<file path="src/rlw_pkg.sv">
// Shared types and constants for the rotated line-walk address generator.
// Used by every module of the block but rlw_fifo; depends on nothing.
`default_nettype none

package rlw_pkg;

  localparam int COORD_LIMIT = 8192;
  localparam int FRAC_BITS   = 16;
  localparam int QUEUE_DEPTH = 4;

  localparam int LIM_W  = 16;  // holds COORD_LIMIT up to its top value
  localparam int DIST_W = 35;  // signed destination arithmetic
  localparam int SRC_W  = 14;
  localparam int DST_W  = 13;
  localparam int PROD_W = 33;

  localparam logic [SRC_W-1:0] SRC_MAX = 14'h3FFF;

  localparam logic [2:0] REG_ROT_ROWS   = 3'd0;
  localparam logic [2:0] REG_ROT_COLS   = 3'd1;
  localparam logic [2:0] REG_COL_OFFSET = 3'd2;
  localparam logic [2:0] REG_ROW_OFFSET = 3'd3;
  localparam logic [2:0] REG_STEP_X     = 3'd4;
  localparam logic [2:0] REG_STEP_Y     = 3'd5;
  localparam logic [2:0] REG_STEP_SRC   = 3'd6;
  localparam logic [2:0] REG_MODE       = 3'd7;

  localparam int MODE_HORIZ = 0;
  localparam int MODE_NEG   = 1;
  localparam int MODE_ABS   = 2;

  typedef struct packed {
    logic [13:0]        rot_rows;
    logic [13:0]        rot_cols;
    logic [13:0]        col_offset;
    logic [13:0]        row_offset;
    logic signed [17:0] step_x;
    logic signed [17:0] step_y;
    logic signed [18:0] step_src;
    logic [2:0]         mode;
  } cfg_t;

  typedef struct packed {
    logic signed [31:0]       x_pos;
    logic signed [31:0]       y_pos;
    logic signed [PROD_W-1:0] prod;
    logic [SRC_W-1:0]         px;
  } entry_t;

  function automatic logic [SRC_W-1:0] sat_src(input logic signed [PROD_W:0] v);
    logic [SRC_W-1:0] r;
    if (v < 0) begin
      r = '0;
    end else if (v > $signed((PROD_W+1)'(SRC_MAX))) begin
      r = SRC_MAX;
    end else begin
      r = v[SRC_W-1:0];
    end
    return r;
  endfunction

  function automatic logic in_range(input logic signed [DIST_W-1:0] v,
                                    input logic [LIM_W-1:0] lim);
    logic r;
    r = (v >= 0) && (v < $signed(DIST_W'(lim)));
    return r;
  endfunction

endpackage

`default_nettype wire

</file>
<file path="src/rotation_line_walk_address_gen_unit.sv">
// Rotated scan-line walk address generator, top level.
// Words pass the entry register, queue, copy registers and output register.
// Input words are taken one per cycle while the queue has room; the single
// output port issues one copy word per cycle while m_axis_tready allows it.
// Reset (rst, synchronous): accumulators zero, queue empty, registers to defaults.
`default_nettype none

module rotation_line_walk_address_gen_unit #(
  parameter int COORD_LIMIT = rlw_pkg::COORD_LIMIT,
  parameter int FRAC_BITS   = rlw_pkg::FRAC_BITS
) (
  input  wire logic        clk,
  input  wire logic        rst,
  input  wire logic        s_axis_tvalid,
  output logic             s_axis_tready,
  input  wire logic [79:0] s_axis_tdata,  // line_index, line_start_x, src_index,
                                          // pixel_index, 7'b0
  input  wire logic        s_axis_tuser,  // first_of_line
  output logic             m_axis_tvalid,
  input  wire logic        m_axis_tready,
  output logic [55:0]      m_axis_tdata,  // src_row, src_col, dst_row, dst_col, 2'b0
  output logic             m_axis_tlast,
  input  wire logic        cfg_valid,
  output logic             cfg_ready,
  input  wire logic [2:0]  cfg_index,
  input  wire logic [18:0] cfg_data
);

  rlw_pkg::cfg_t   cfg;
  rlw_pkg::entry_t f_ent;
  rlw_pkg::entry_t q_ent;
  logic            f_valid, f_ready;
  logic            q_valid, q_ready;

  rlw_cfg u_cfg (
    .clk       (clk),
    .rst       (rst),
    .cfg_valid (cfg_valid),
    .cfg_ready (cfg_ready),
    .cfg_index (cfg_index),
    .cfg_data  (cfg_data),
    .cfg       (cfg)
  );

  rlw_front #(
    .FRAC_BITS (FRAC_BITS)
  ) u_front (
    .clk           (clk),
    .rst           (rst),
    .cfg           (cfg),
    .s_valid       (s_axis_tvalid),
    .s_ready       (s_axis_tready),
    .first_of_line (s_axis_tuser),
    .line_index    (s_axis_tdata[12:0]),
    .line_start_x  (s_axis_tdata[44:13]),
    .src_index     (s_axis_tdata[58:45]),
    .pixel_index   (s_axis_tdata[72:59]),
    .ent_valid     (f_valid),
    .ent_ready     (f_ready),
    .ent           (f_ent)
  );

  rlw_fifo #(
    .WIDTH ($bits(rlw_pkg::entry_t)),
    .DEPTH (rlw_pkg::QUEUE_DEPTH)
  ) u_fifo (
    .clk       (clk),
    .rst       (rst),
    .in_valid  (f_valid),
    .in_ready  (f_ready),
    .in_data   (f_ent),
    .out_valid (q_valid),
    .out_ready (q_ready),
    .out_data  (q_ent)
  );

  rlw_back #(
    .COORD_LIMIT (COORD_LIMIT),
    .FRAC_BITS   (FRAC_BITS)
  ) u_back (
    .clk           (clk),
    .rst           (rst),
    .cfg           (cfg),
    .ent_valid     (q_valid),
    .ent_ready     (q_ready),
    .ent           (q_ent),
    .m_axis_tvalid (m_axis_tvalid),
    .m_axis_tready (m_axis_tready),
    .m_axis_tdata  (m_axis_tdata),
    .m_axis_tlast  (m_axis_tlast)
  );

endmodule

`default_nettype wire

</file>
<file path="src/rlw_cfg.sv">
// Configuration register file of the line-walk address generator.
// Depends on rlw_pkg for register indexes and the cfg_t bundle.
`default_nettype none

module rlw_cfg (
  input  wire logic               clk,
  input  wire logic               rst,
  input  wire logic               cfg_valid,
  output logic                    cfg_ready,
  input  wire logic [2:0]         cfg_index,
  input  wire logic [18:0]        cfg_data,
  output rlw_pkg::cfg_t           cfg
);

  assign cfg_ready = 1'b1;

  always_ff @(posedge clk) begin
    if (rst) begin
      cfg.rot_rows   <= '0;
      cfg.rot_cols   <= '0;
      cfg.col_offset <= '0;
      cfg.row_offset <= '0;
      cfg.step_x     <= 18'sh10000;
      cfg.step_y     <= '0;
      cfg.step_src   <= 19'sh10000;
      cfg.mode       <= '0;
    end else if (cfg_valid) begin
      unique case (cfg_index)
        rlw_pkg::REG_ROT_ROWS:   cfg.rot_rows   <= cfg_data[13:0];
        rlw_pkg::REG_ROT_COLS:   cfg.rot_cols   <= cfg_data[13:0];
        rlw_pkg::REG_COL_OFFSET: cfg.col_offset <= cfg_data[13:0];
        rlw_pkg::REG_ROW_OFFSET: cfg.row_offset <= cfg_data[13:0];
        rlw_pkg::REG_STEP_X:     cfg.step_x     <= cfg_data[17:0];
        rlw_pkg::REG_STEP_Y:     cfg.step_y     <= cfg_data[17:0];
        rlw_pkg::REG_STEP_SRC:   cfg.step_src   <= cfg_data;
        rlw_pkg::REG_MODE:       cfg.mode       <= cfg_data[2:0];
        default: ;
      endcase
    end
  end

endmodule

`default_nettype wire

</file>
<file path="src/rlw_front.sv">
// Front end: takes input words, runs the x/y accumulators and the source-line
// multiply, and registers one work entry. Depends on rlw_pkg.
`default_nettype none

module rlw_front #(
  parameter int FRAC_BITS = rlw_pkg::FRAC_BITS
) (
  input  wire logic               clk,
  input  wire logic               rst,
  input  wire rlw_pkg::cfg_t      cfg,
  input  wire logic               s_valid,
  output logic                    s_ready,
  input  wire logic               first_of_line,
  input  wire logic [12:0]        line_index,
  input  wire logic signed [31:0] line_start_x,
  input  wire logic signed [13:0] src_index,
  input  wire logic [13:0]        pixel_index,
  output logic                    ent_valid,
  input  wire logic               ent_ready,
  output rlw_pkg::entry_t         ent
);

  logic [31:0] x_accum;
  logic [31:0] y_accum;
  logic [31:0] x_cur;
  logic [31:0] y_cur;
  logic [31:0] y_load;
  logic signed [rlw_pkg::PROD_W-1:0] prod;
  logic        accept;

  assign s_ready = !ent_valid || ent_ready;
  assign accept  = s_valid && s_ready;
  assign y_load  = 32'(line_index) << FRAC_BITS;
  assign x_cur   = first_of_line ? line_start_x : x_accum;
  assign y_cur   = first_of_line ? y_load : y_accum;
  assign prod    = src_index * cfg.step_src;

  always_ff @(posedge clk) begin
    if (rst) begin
      x_accum   <= '0;
      y_accum   <= '0;
      ent_valid <= 1'b0;
    end else begin
      if (accept) begin
        x_accum   <= x_cur + 32'(cfg.step_x);
        y_accum   <= y_cur + 32'(cfg.step_y);
        ent.x_pos <= x_cur;
        ent.y_pos <= y_cur;
        ent.prod  <= prod;
        ent.px    <= pixel_index;
        ent_valid <= 1'b1;
      end else if (ent_ready) begin
        ent_valid <= 1'b0;
      end
    end
  end

endmodule

`default_nettype wire

</file>
<file path="src/rlw_fifo.sv">
// Small flip-flop queue between the front and back ends.
// Generic width and depth; no package dependencies.
`default_nettype none

module rlw_fifo #(
  parameter int WIDTH = 8,
  parameter int DEPTH = 4
) (
  input  wire logic             clk,
  input  wire logic             rst,
  input  wire logic             in_valid,
  output logic                  in_ready,
  input  wire logic [WIDTH-1:0] in_data,
  output logic                  out_valid,
  input  wire logic             out_ready,
  output logic [WIDTH-1:0]      out_data
);

  localparam int AW = (DEPTH > 1) ? $clog2(DEPTH) : 1;
  localparam int CW = $clog2(DEPTH + 1);
  localparam logic [AW-1:0] LAST_PTR = AW'(DEPTH - 1);
  localparam logic [CW-1:0] FULL_CNT = CW'(DEPTH);

  logic [WIDTH-1:0] mem [DEPTH];
  logic [AW-1:0]    wptr;
  logic [AW-1:0]    rptr;
  logic [CW-1:0]    count;
  logic             push;
  logic             pop;

  assign in_ready  = count != FULL_CNT;
  assign out_valid = count != '0;
  assign out_data  = mem[rptr];
  assign push      = in_valid && in_ready;
  assign pop       = out_valid && out_ready;

  always_ff @(posedge clk) begin
    if (rst) begin
      wptr  <= '0;
      rptr  <= '0;
      count <= '0;
    end else begin
      if (push) begin
        mem[wptr] <= in_data;
        wptr      <= (wptr == LAST_PTR) ? '0 : wptr + 1'b1;
      end
      if (pop) begin
        rptr <= (rptr == LAST_PTR) ? '0 : rptr + 1'b1;
      end
      if (push && !pop) begin
        count <= count + 1'b1;
      end else if (pop && !push) begin
        count <= count - 1'b1;
      end
    end
  end

endmodule

`default_nettype wire

</file>
<file path="src/rlw_back.sv">
// Back end: turns a work entry into destination addresses, bounds-checks both
// copies and issues those in range, one word per cycle while m_axis_tready
// allows, through an output register. Depends on rlw_pkg.
`default_nettype none

module rlw_back #(
  parameter int COORD_LIMIT = rlw_pkg::COORD_LIMIT,
  parameter int FRAC_BITS   = rlw_pkg::FRAC_BITS
) (
  input  wire logic             clk,
  input  wire logic             rst,
  input  wire rlw_pkg::cfg_t    cfg,
  input  wire logic             ent_valid,
  output logic                  ent_ready,
  input  wire rlw_pkg::entry_t  ent,
  output logic                  m_axis_tvalid,
  input  wire logic             m_axis_tready,
  output logic [55:0]           m_axis_tdata,  // src_row, src_col, dst_row, dst_col, 2'b0
  output logic                  m_axis_tlast
);

  localparam int DW = rlw_pkg::DIST_W;
  localparam int LW = rlw_pkg::LIM_W;
  localparam int SW = rlw_pkg::SRC_W;
  localparam int TW = rlw_pkg::DST_W;
  localparam logic [LW-1:0] LIMIT = LW'(COORD_LIMIT);

  logic signed [31:0]                 x_fl;
  logic signed [31:0]                 y_fl;
  logic signed [rlw_pkg::PROD_W-1:0]  s_fl;
  logic signed [rlw_pkg::PROD_W:0]    s_wide;
  logic signed [rlw_pkg::PROD_W:0]    s_row;
  logic signed [DW-1:0] rows_s, cols_s, roff_s, coff_s;
  logic signed [DW-1:0] dr, dc, dr2, dc2;
  logic [LW-1:0]        lim_r, lim_c;
  logic                 horiz, neg, absm, row_shift;
  logic                 v1, v2;
  logic [SW-1:0]        sr_c, sc_c, s_sat, s_row_sat;

  logic          pend1, pend2;
  logic [SW-1:0] sr, sc;
  logic [TW-1:0] dr1_q, dc1_q, dr2_q, dc2_q;
  logic          out_take, a_free, a_load;

  assign horiz     = cfg.mode[rlw_pkg::MODE_HORIZ];
  assign neg       = cfg.mode[rlw_pkg::MODE_NEG];
  assign absm      = cfg.mode[rlw_pkg::MODE_ABS];
  assign row_shift = horiz || absm;

  assign x_fl   = ent.x_pos >>> FRAC_BITS;
  assign y_fl   = ent.y_pos >>> FRAC_BITS;
  assign s_fl   = ent.prod >>> FRAC_BITS;
  assign s_wide = (rlw_pkg::PROD_W+1)'(s_fl);
  assign s_row  = (absm && s_wide < 0) ? -s_wide : s_wide;

  assign rows_s = DW'(cfg.rot_rows);
  assign cols_s = DW'(cfg.rot_cols);
  assign roff_s = DW'(cfg.row_offset);
  assign coff_s = DW'(cfg.col_offset);

  always_comb begin
    if (neg) begin
      dr = rows_s - DW'(y_fl) - roff_s;
      dc = cols_s - DW'(x_fl) - coff_s;
    end else begin
      dr = DW'(y_fl) + roff_s;
      dc = DW'(x_fl) + coff_s;
    end
  end

  assign dr2 = row_shift ? dr + DW'(1) : dr;
  assign dc2 = row_shift ? dc : dc + DW'(1);

  assign lim_r = (LW'(cfg.rot_rows) < LIMIT) ? LW'(cfg.rot_rows) : LIMIT;
  assign lim_c = (LW'(cfg.rot_cols) < LIMIT) ? LW'(cfg.rot_cols) : LIMIT;

  assign v1 = rlw_pkg::in_range(dr, lim_r) && rlw_pkg::in_range(dc, lim_c);
  assign v2 = rlw_pkg::in_range(dr2, lim_r) && rlw_pkg::in_range(dc2, lim_c);

  assign s_sat     = rlw_pkg::sat_src(s_wide);
  assign s_row_sat = rlw_pkg::sat_src(s_row);
  assign sr_c      = row_shift ? s_row_sat : ent.px;
  assign sc_c      = row_shift ? ent.px : s_sat;

  assign out_take  = (pend1 || pend2) && (!m_axis_tvalid || m_axis_tready);
  assign a_free    = !(pend1 || pend2) || (out_take && !(pend1 && pend2));
  assign a_load    = ent_valid && a_free;
  assign ent_ready = a_free;

  always_ff @(posedge clk) begin
    if (rst) begin
      pend1         <= 1'b0;
      pend2         <= 1'b0;
      m_axis_tvalid <= 1'b0;
    end else begin
      if (a_load) begin
        pend1 <= v1;
        pend2 <= v2;
        sr    <= sr_c;
        sc    <= sc_c;
        dr1_q <= dr[TW-1:0];
        dc1_q <= dc[TW-1:0];
        dr2_q <= dr2[TW-1:0];
        dc2_q <= dc2[TW-1:0];
      end else if (out_take) begin
        if (pend1) begin
          pend1 <= 1'b0;
        end else begin
          pend2 <= 1'b0;
        end
      end
      if (out_take) begin
        m_axis_tvalid <= 1'b1;
        if (pend1) begin
          m_axis_tdata <= {2'b00, dc1_q, dr1_q, sc, sr};
          m_axis_tlast <= !pend2;
        end else begin
          m_axis_tdata <= {2'b00, dc2_q, dr2_q, sc, sr};
          m_axis_tlast <= 1'b1;
        end
      end else if (m_axis_tready) begin
        m_axis_tvalid <= 1'b0;
      end
    end
  end

endmodule

`default_nettype wire
</file>
<file path="config.mk">
export PLATFORM = sky130hd
export DESIGN_NAME = rotation_line_walk_address_gen_unit
export DESIGN_NICKNAME = d
export VERILOG_FILES = /design/src/rlw_pkg.sv /design/src/rotation_line_walk_address_gen_unit.sv /design/src/rlw_cfg.sv /design/src/rlw_front.sv /design/src/rlw_fifo.sv /design/src/rlw_back.sv
export SDC_FILE = /design/constraint.sdc
export NUM_CORES = 2
export LEC_CHECK = 0
export BUFFER_PORTS_ARGS = -buffer_cell sky130_fd_sc_hd__buf_4
export CORE_MARGIN = 3
export CORE_UTILIZATION = 60
export CTS_BUF_LIST = sky130_fd_sc_hd__clkbuf_4 sky130_fd_sc_hd__clkbuf_8
export DETAILED_ROUTE_END_ITERATION = 8
export PLACE_DENSITY = 0.89
export SKIP_LAST_GASP = 1
export SLEW_MARGIN = 20
export SYNTH_ARGS = -nofsm -noshare
export SYNTH_HDL_FRONTEND = slang
export SYNTH_HIERARCHICAL = 1
export SYNTH_SLANG_ARGS = --single-unit
</file>
<file path="constraint.sdc">
create_clock -name clk -period 14.2 [get_ports clk]
set_input_delay 2.13 -clock clk [delete_from_list [all_inputs] [get_ports clk]]
set_output_delay 2.13 -clock clk [all_outputs]
set_load 0.01 [all_outputs]
</file>
==> results by group <==
Pwr
  – VDD IR max: 0.0000848 V
  – Total Power Consumption: 6.44 mW
  – Share of power burned in the clock network: 23.9%
  – Comb power frac: 39.0%
  – Sw Ratio: 35.6%
  – Internal Pwr Total: 4.15 mW
  – Share of total power in sequential cells: 37.1%
  – Total net switching power: 2.29 mW
  – Power per Cell Area: 136 nW/um^2
  – Standby leakage power: 19.7 nW

Timing
  – Final-report setup violation count: 0
  – Maximum frequency from static timing analysis: 0.120 GHz
  – Max transition margin: 21.0%
  – Unrepaired setup endpoints after global routing: false
  – Final Max Tran Viols: 0
  – Final critical-path required period: 8300 ps
  – WHS: 413 ps
  – Final-layout setup total negative slack: 0 ps
  – PnR worst setup slack: 5900 ps
  – Hold violation total from the final report: 0
  – Slew at the pin closest to its max-slew limit: 1180 ps
  – Worst Skew: 27.8 ps
  – Final period utilization: 58.5%

CTS
  – Clock buffers created by TritonCTS: 92
  – Root buffer cell: sky130_fd_sc_hd__clkbuf_8
  – Reg clk slew, reported paths: 70 ps
  – Count of instances resized after the clock tree is built: 0
  – Maximum level of the CTS H-tree: 3
  – Sink count of the clock tree: 641
  – Clock insertion delay at the later pin of the skew report: 680 ps
  – Maximum clock insertion buffer count: 3
  – Number of setup buffers added after CTS: 0
  – CTS tree: done
  – Hold Buf Count CTS: 0

Route
  – Post-route ant nets: 0
  – Wire length reported by the detailed router: 103000 um
  – Via count of the routed design: 30000
  – DRC Markers: 0
  – Wire per inst: 20.6 um
  – Iter 0 DRT Violations: 2680
  – Initial DRT Pass Iterations: 7
  – Number of vias per cell after detailed routing: 5.97

Hold path
  – Min-Delay Path Class: register to register
  – End point of the most critical hold path: u_back/m_axis_tdata[3]
  – Worst min-delay path startpoint: u_back/sr[3]
  – Number of stages on the worst hold path: 0

Placed design
  – Detailed Place HPWL: 72300 um
  – Final RePlAce weighted congestion: 0.936
  – Dpl cell area: 45300 sq um
  – Total instance count after detailed placement: 4854
  – Worst Setup Slack post-DPL: 5320 ps
  – Count of buffers from port buffering: 157

Synth
  – Count of warnings emitted by yosys: 6
  – Syn avg cell area: 11.2 sq um
  – Gate count after technology mapping: 3886
  – Post-synthesis instance area: 43400 sq um

Global route
  – Met3 usage in global routing: 4.40%
  – Maximum number of pins on one net before global-route repair: 96
  – Overall Global Routing Usage: 27.3%
  – Busiest layer in global routing: met2
  – Met2 demand-to-capacity share in global routing: 46.9%
  – Overall overflow remaining after global route: 0
  – Global routing usage on met1: 34.1%
  – First-pass GRT wire length: 162000 um
  – Initial antenna violation count: 5
  – Via count of the first global-routing pass: 30900

Die
  – Area enclosed by the die boundary: 75600 sq um
  – DIE HEIGHT: 275 um
  – X dimension of the die: 275 um
  – Initial core utilization: 60.6%
  – Cell row count: 98
  – Area of the core region: 71600 sq um
  – Total I/O pin count: 168

Finish
  – # nets final: 4686
  – Layout Area Growth over Synthesis: 8.74%
  – Count of non-filler cells in the finished layout: 5025
  – Area of the multi-input gates: 23800 sq um
  – Layout cells sized above 1: 13.3%
  – Final core occ: 65.9%
  – Cell area after layout: 47200 sq um
  – Area taken by flip-flops and latches: 17300 sq um
  – Final-layout fill cell count: 5166

Critical path
  – CP endpoint kind: register
  – Critical Path Fanout Max: 16
  – Dominant delay contributor by cell family on the critical path: adder cells
  – Required time reported for the critical path endpoint: 14600 ps
  – Worst R2R End: u_back/pend2
  – Critical path startpoint category: input pin
  – R2R depth: 23
  – Biggest cell delay along the critical path: 560 ps
  – Critical path's slowest cell: sky130_fd_sc_hd__a211oi_1
  – R2r setup slk: 6940 ps
  – Worst Setup Path Type: input pin to register
  – Cells traversed along the worst timing path: buf_4 > inv_1 > nor2_1 > fa_1 > fa_1 > fa_1 > fa_1 > fa_1 > inv_1 > fa_1 > inv_1 > ha_1 > a21o_1 > a21oi_1 > o21ai_0 > a211oi_1 > o31a_1 > o21ai_0 > a21oi_1 > o31ai_1 > a21oi_1 > xnor2_1
  – Data arrival time at the worst-slack endpoint: 8700 ps
  – Cell type with the highest occurrence count on the critical path: sky130_fd_sc_hd__fa_1
  – Buffers and inverters on the worst path: 4

Outcome
  – Run status: completed

Flow run
  – MaxCap Viol Count: 0
## layout by cell type (no fill, tap or decap), types with 18 or more instances in the layout
cell type	instances
sky130_fd_sc_hd__a211oi_1	18
sky130_fd_sc_hd__a21o_1	59
sky130_fd_sc_hd__a21oi_1	190
sky130_fd_sc_hd__and2_1	157
sky130_fd_sc_hd__buf_4	180
sky130_fd_sc_hd__clkbuf_4	22
sky130_fd_sc_hd__clkbuf_8	97
sky130_fd_sc_hd__dfxtp_1	188
sky130_fd_sc_hd__edfxtp_1	450
sky130_fd_sc_hd__fa_1	288
sky130_fd_sc_hd__ha_1	292
sky130_fd_sc_hd__inv_1	426
sky130_fd_sc_hd__mux2_2	72
sky130_fd_sc_hd__mux2i_1	130
sky130_fd_sc_hd__mux4_2	63
sky130_fd_sc_hd__nand2_1	341
sky130_fd_sc_hd__nand2b_1	159
sky130_fd_sc_hd__nand3_1	45
sky130_fd_sc_hd__nand4_1	18
sky130_fd_sc_hd__nor2_1	131
sky130_fd_sc_hd__nor2b_1	50
sky130_fd_sc_hd__nor3_1	38
sky130_fd_sc_hd__o21a_1	29
sky130_fd_sc_hd__o21ai_0	127
sky130_fd_sc_hd__xnor2_1	91
sky130_fd_sc_hd__xor2_1	60
## layer usage
| layer | routed length [um] | vias up |
|---|---|---|
| met5 | 0 | - |
| met4 | 4330 | 0 |
| met3 | 7390 | 255 |
| met2 | 51400 | 1291 |
| met1 | 40200 | 14900 |
| li1 | - | 13600 |
## power groups by stage
stage | Sequential, mW | Combinational [mW] | Clock, mW
floorplan | 2.35 | 1.94 | 0
global placement | 2.41 | 2.33 | 0
detailed placement | 2.43 | 2.43 | 0
CTS | 2.39 | 2.47 | 1.57
global route | 2.41 | 2.76 | 1.65
finish | 2.39 | 2.51 | 1.54
## worst max-delay path by stage
stage / startpoint / to / slack (ps) / cells past startpoint
6_report: s_axis_tdata[58] / u_front/ent[46] / 5900 / 22
2_1_floorplan: s_axis_tdata[55] / u_front/ent[46] / 6080 / 23
5_1_grt: s_axis_tdata[58] / u_front/ent[46] / 5690 / 22
3_3_place_gp: s_axis_tdata[58] / u_front/ent[46] / 5410 / 22
3_5_place_dp: s_axis_tdata[58] / u_front/ent[46] / 5320 / 22
4_1_cts: s_axis_tdata[58] / u_front/ent[46] / 6040 / 22
## flip-flops by register name (all words and copies together), names as in the netlist, named ones only
name	cells
u_back/pend1	1
u_back/dr1_q	13
u_back/pend2	1
u_back/sc	14
u_back/m_axis_tdata	54
u_fifo/mem	252
u_front/x_accum	32
u_back/m_axis_tlast	1
u_front/ent	63
u_back/dr2_q	13
u_front/y_accum	32
u_back/m_axis_tvalid	1
u_fifo/wptr	2
u_front/ent_valid	1
u_fifo/rptr	2
u_back/dc2_q	13
u_cfg/cfg	114
u_back/dc1_q	13
u_fifo/count	3
u_back/sr	14
## cell type report
type | count | area share [%]
Multi-Input combinational cell | 2654 | 50.3
Sequential cell | 641 | 36.7
Inverter | 428 | 3.40
Clock buffer | 119 | 3.18
Timing Repair Buffer | 181 | 2.89
Tap cell | 950 | 2.52
Clock inverter | 49 | 0.941
Antenna cell | 3 | 0.0159
## worst reg2reg max path: cells and delay by family, from the launching register on
kind	cells	cell delay [ps]
buf+inv	2	760
fa+ha+maj	4	1440
xor+xnor	2	280
simple gates	3	550
flops	1	860
compound gates	10	1900
mux	2	1410
No activity file was read; power rests on OpenSTA's default activity.
